[src/burs_pkg.sv]
// ----------------------------------------------------------------------------
// burs_pkg
// Shared types, widths and codes for the bounded undo/redo history stack.
// ----------------------------------------------------------------------------
package burs_pkg;

    localparam int STACK_DEPTH = 64;
    localparam int TOKEN_W     = 32;
    localparam int FILL_W      = $clog2(STACK_DEPTH + 1);
    localparam int CAP_W       = 7;
    localparam int DEP_W       = 7;
    localparam int CMD_W       = 2;
    localparam int CODE_W      = 8;
    localparam int STATUS_W    = 3;
    localparam int ADDR_W      = 3;
    localparam int DATA_W      = 32;
    localparam int EXT_W       = (FILL_W > CAP_W) ? FILL_W : CAP_W;

    typedef enum logic [CMD_W-1:0] {
        CMD_EXEC  = 2'd0,
        CMD_UNDO  = 2'd1,
        CMD_REDO  = 2'd2,
        CMD_CLEAR = 2'd3
    } t_cmd;

    typedef enum logic [STATUS_W-1:0] {
        ST_OK      = 3'd0,
        ST_INVALID = 3'd1,
        ST_EMPTY   = 3'd2,
        ST_FULL    = 3'd3,
        ST_CBFAIL  = 3'd4
    } t_status;

    typedef enum logic {
        REG_UNDO_CAP = 1'b0,
        REG_REDO_CAP = 1'b1
    } t_reg_idx;

    typedef enum logic [1:0] {
        STK_NOP  = 2'd0,
        STK_PUSH = 2'd1,
        STK_POP  = 2'd2,
        STK_CLR  = 2'd3
    } t_stk_op;

    // per-cycle command to one stack
    typedef struct packed {
        t_stk_op           op;
        logic [FILL_W-1:0] cap;
    } t_stk_ctl;

    // shift control shared by every cell of a stack
    typedef struct packed {
        logic push;
        logic pop;
    } t_cell_ctl;

    // capacity register clamped to the physical depth
    function automatic logic [FILL_W-1:0] cap_eff(input logic [CAP_W-1:0] c);
        logic [EXT_W-1:0] x;
        x = EXT_W'(c);
        if (x > EXT_W'(STACK_DEPTH)) begin
            x = EXT_W'(STACK_DEPTH);
        end
        return FILL_W'(x);
    endfunction

endpackage

[src/burs_cell.sv]
// ----------------------------------------------------------------------------
// burs_cell
// One token slot of a shift-register stack; loads from the slot above on a
// push and from the slot below on a pop.
// ----------------------------------------------------------------------------
module burs_cell import burs_pkg::*; (
    input  logic               i_clk,
    input  t_cell_ctl          i_ctl,
    input  logic [TOKEN_W-1:0] i_above,
    input  logic [TOKEN_W-1:0] i_below,
    output logic [TOKEN_W-1:0] o_q
);

    logic [TOKEN_W-1:0] r_q;
    logic [TOKEN_W-1:0] n_q;

    always_comb begin
        n_q = r_q;
        if (i_ctl.push) begin
            n_q = i_above;
        end else if (i_ctl.pop) begin
            n_q = i_below;
        end
    end

    always_ff @(posedge i_clk) begin
        r_q <= n_q;
    end

    assign o_q = r_q;

endmodule

[src/burs_stack.sv]
// ----------------------------------------------------------------------------
// burs_stack
// Chain of token cells with the top at cell 0, plus the entry count.
// ----------------------------------------------------------------------------
module burs_stack import burs_pkg::*; (
    input  logic               i_clk,
    input  logic               i_rst_n,
    input  t_stk_ctl           i_ctl,
    input  logic [TOKEN_W-1:0] i_din,
    output logic [FILL_W-1:0]  o_fill,
    output logic [TOKEN_W-1:0] o_top,
    output logic               o_over
);

    logic [FILL_W-1:0]  r_fill;
    logic [FILL_W-1:0]  n_fill;
    t_cell_ctl          w_cell_ctl;
    logic [TOKEN_W-1:0] w_q [STACK_DEPTH];

    assign w_cell_ctl.push = (i_ctl.op == STK_PUSH);
    assign w_cell_ctl.pop  = (i_ctl.op == STK_POP);

    for (genvar g = 0; g < STACK_DEPTH; g++) begin : g_cell
        logic [TOKEN_W-1:0] w_above;
        logic [TOKEN_W-1:0] w_below;

        if (g == 0) begin : g_first
            assign w_above = i_din;
        end else begin : g_mid
            assign w_above = w_q[g-1];
        end

        if (g == STACK_DEPTH - 1) begin : g_last
            assign w_below = '0;
        end else begin : g_inner
            assign w_below = w_q[g+1];
        end

        burs_cell u_cell (
            .i_clk   (i_clk),
            .i_ctl   (w_cell_ctl),
            .i_above (w_above),
            .i_below (w_below),
            .o_q     (w_q[g])
        );
    end

    always_comb begin
        n_fill = r_fill;
        case (i_ctl.op)
            STK_PUSH: begin
                // at capacity the oldest entry falls out of the counted range
                if (r_fill < i_ctl.cap) begin
                    n_fill = r_fill + FILL_W'(1);
                end
            end
            STK_POP: begin
                n_fill = r_fill - FILL_W'(1);
            end
            STK_CLR: begin
                n_fill = '0;
            end
            default: begin
                n_fill = r_fill;
            end
        endcase
    end

    always_ff @(posedge i_clk) begin
        if (!i_rst_n) begin
            r_fill <= '0;
        end else begin
            r_fill <= n_fill;
        end
    end

    assign o_fill = r_fill;
    assign o_top  = (r_fill != '0) ? w_q[0] : '0;
    assign o_over = (r_fill > i_ctl.cap);

endmodule

[config.mk]
export PLATFORM = sky130hd
export DESIGN_NAME = burs_stack
export DESIGN_NICKNAME = d
export VERILOG_FILES = /design/src/burs_pkg.sv /design/src/burs_cell.sv /design/src/burs_stack.sv
export SDC_FILE = /design/constraint.sdc
export NUM_CORES = 2
export LEC_CHECK = 0
export BUFFER_PORTS_ARGS = -buffer_cell sky130_fd_sc_hd__buf_4
export CORE_AREA = 2 2 469 471
export CTS_BUF_LIST = sky130_fd_sc_hd__clkbuf_4 sky130_fd_sc_hd__clkbuf_8
export CTS_CLUSTER_SIZE = 14
export DETAILED_ROUTE_END_ITERATION = 12
export DIE_AREA = 0 0 471 473
export SETUP_SLACK_MARGIN = 0.1
export SLEW_MARGIN = 20
export SYNTH_ARGS = -nofsm -noshare
export SYNTH_HDL_FRONTEND = slang
export SYNTH_SLANG_ARGS = --single-unit
[constraint.sdc]
create_clock -name i_clk -period 45.1 [get_ports i_clk]
set_input_delay 6.765 -clock i_clk [delete_from_list [all_inputs] [get_ports i_clk]]
set_output_delay 6.765 -clock i_clk [all_outputs]
set_load 0.1 [all_outputs]
==> impl_metrics.csv <==
group,metric,value,unit
cells_and_area,drive_gt1_frac,0.541,
worst_hold_path,whs_endpoint,"g_cell[62].u_cell.o_q[27]",
sta,finClkSkew,0.0922,ns
cells_and_area,final_common_cell,"edfxtp_1",
logic_synthesis,synth_edf_count,2048,
routing,vias_per_cell,4.90,
logic_synthesis,ys_ff_latch,2055,
logic_synthesis,async_reset_ff_frac,0,
worst_setup_path,worst-path-max-fanout,3,
pwr,p_int,3.57,mW
job,drv_cap,0,
clock_tree,cts_resized,0,
pwr,p_leak,32.3,nW
clock_tree,clockRootBuffer,"clkbuf_8",
sta,setup_slack,30.32,ns
worst_setup_path,ff2ff_path_depth,6,
floorplan,dieArea,223000,um^2
logic_synthesis,synth.largest_area_cell,"edfxtp_1",
clock_tree,cts_tree,"built",
worst_setup_path,r2r_slack,42.58,ns
pwr,powerDensity,47.9,nW/um^2
cells_and_area,final_area,96700,um^2
sta,final.period_utilization,0.328,
pwr,seqPwrFrac,0.558,
sta,finalMaxSlewViolations,0,
global_route,grt_pass1_wl,201,mm
routing,vias,38371,
cells_and_area,layout_common_cells,"2048 x edfxtp_1, 2017 x mux2_2, 362 x clkbuf_8",
outcome,outcome,"finished, final reports clean",
worst_setup_path,r2r_start,"o_fill[4]",
floorplan,rows,172,
pwr,switching_share,0.229,
floorplan,core,218000,um^2
cells_and_area,layout.nets,4775,
logic_synthesis,syn-cell-area,86700,um^2
routing,routedWlPerCell,15.5,um
pwr,p_comb_frac,0.102,
routing,drc,0,
placement,pre_cts_ws,30.33,ns
sta,setup_viol,0,
sta,finalCriticalPeriod,14.78,ns
worst_setup_path,path_class,"primary input to primary output",
clock_tree,cts_hold_buf,0,
clock_tree,clock_sinks,2055,
worst_setup_path,cp-start-kind,"primary input",
worst_setup_path,r2r-end,"o_fill[1]",
pwr,power.share.clock,0.340,
logic_synthesis,synth_top_area_frac,0.710,
floorplan,io_pins,83,
floorplan,die_height,473,um
pwr,finalPower,4.63,mW
clock_tree,cts_made_buffers,355,
worst_setup_path,cp.required,38.33,ns
sta,worst_pin_slew,1.11,ns
global_route,overflow,0,
worst_setup_path,crit_path_end_kind,"primary output",
floorplan,fp.dieW,471,um
global_route,grt_pass1_vias,39203,
sta,max_freq,67.6,MHz
routing,first_pass_iters,5,
global_route,antenna_found_initial,3,
worst_hold_path,min_path_type,"flop to flop",
clock_tree,clkLatencyLatePin,1.04,ns
global_route,grt_start_max_net_pins,208,
placement,finalWeightedCongestion,0.683,
logic_synthesis,synthCells,4483,
clock_tree,clockBufferDepth,4,
clock_tree,cts.clk_slew.worst_paths,0.05,ns
worst_hold_path,hp-start,"g_cell[63].u_cell.o_q[27]",
logic_synthesis,synthFlopType,"edfxtp_1",
logic_synthesis,synth_nets,4538,
cells_and_area,syn_to_final_growth,11.6,%
worst_hold_path,whs_path_depth,1,
pwr,p_sw,1.06,mW
logic_synthesis,seq_area_frac_synth,0.711,
floorplan,start_util,0.397,
placement,dp_hpwl,64.5,mm
clock_tree,post_cts_buffers,0,
sta,grt_setup_unrepaired,"no",
global_route,track_usage,0.105,
logic_synthesis,synth_area_leaders,"edfxtp_1 71%, mux2_2 26%, buf_2 0.87%",
sta,slew_headroom,0.263,
logic_synthesis,synth_warnings,0,
clock_tree,htreeDepth,5,
sta,final.setup.tns,0,ns
logic_synthesis,syn_area_per_cell,19.3,um^2
placement,port_buffers,82,
pwr,ir_drop,0.0210,mV
routing,routed_wl,121,mm
routing,ant_nets,0,
sta,finalHoldViolCount,0,
placement,post_dp_cell_area,90200,um^2
worst_setup_path,cp.arrival,8.02,ns
logic_synthesis,yosysUniqueCellTypes,54,
routing,drtIter0Drc,2897,
metal layers:
metal | track usage | share of wire
met5 | 0 | 0.00011
met4 | 0.0394 | 0.024
met3 | 0.0283 | 0.045
met2 | 0.147 | 0.42
met1 | 0.153 | 0.51
power groups by stage:
stage	Combinational (mW)	Clock, mW	Sequential [mW]
6_report	0.473	1.57	2.58
5_1_grt	0.513	1.73	2.62
4_1_cts	0.479	1.65	2.59
3_5_place_dp	0.477	0	2.63
3_3_place_gp	0.458	0	2.62
2_1_floorplan	0.403	0	2.78
how the worst max path moves through the flow:
stage,endpoint,slack (ns),cells past startpoint,start
floorplan,g_cell[0].u_cell.o_q[0],6.71,3,i_ctl[7]
global placement,o_over,30.32,7,i_ctl[6]
detailed placement,o_over,30.33,7,i_ctl[6]
CTS,o_over,30.32,7,i_ctl[6]
global route,o_over,30.20,7,i_ctl[6]
finish,o_over,30.32,7,i_ctl[6]
kinds of logic (layout without fill, tap and decap cells):
group,count (synthesis),count (layout),synth area share
xor+xnor,1,1,0.000101
other cells,0,1,0
fa+ha+maj,12,12,0.00173
buf+inv,252,723,0.0136
flops,2055,2055,0.711
compound gates,36,36,0.00300
mux,2018,2018,0.262
simple gates,109,109,0.00807
critical path: stages:
cell     delay, ns
buf_4         0.07
inv_1         0.04
ha_1          0.31
nand4_1       0.13
a21oi_1       0.23
o22a_1        0.19
buf_4         0.28
through the flow:
step | instances | hold WS [ns] | util
final | 7826 | 0.466 | 0.443
after global routing | 7826 | 0.470 | 0.443
after CTS | 7824 | 0.459 | 0.443
after detailed placement | 7233 | 0.534 | 0.413
after global placement | 7233 | 0.531 | 0.413
after floorplan | 4483 | 0.525 | -
synth_stat cells, types with 2 or more instances:
master    instances
dfxtp_1           7
nor3_1            2
inv_1            11
or4_1             3
ha_1             12
edfxtp_1       2048
o21ai_0           5
nor2_1            3
nand3b_1          5
a21oi_1          11
mux2_2         2017
nor4_1            2
nand3_1           3
o211ai_1          2
buf_1             2
nand2_1          10
buf_6             5
clkbuf_1         82
buf_2           151
or4_4             3
or4b_2            2
a41oi_2           2
and2_1           64
area by class of cell:
type,count,area (um^2)
Clock buffer,498,6000
Inverter,11,45.0
Clock inverter,93,484
Antenna cell,1,2.50
Multi-Input combinational cell,2176,23900
Fill cell,18902,122000
Timing Repair Buffer,121,1070
Sequential cell,2055,61600
Tap cell,2871,3590
flip-flops by register name (all words and copies together) (netlist names):
signal,flops
g_cell.u_cell.o_q,2048
o_fill,7
Power figures use the tool's default switching activity.
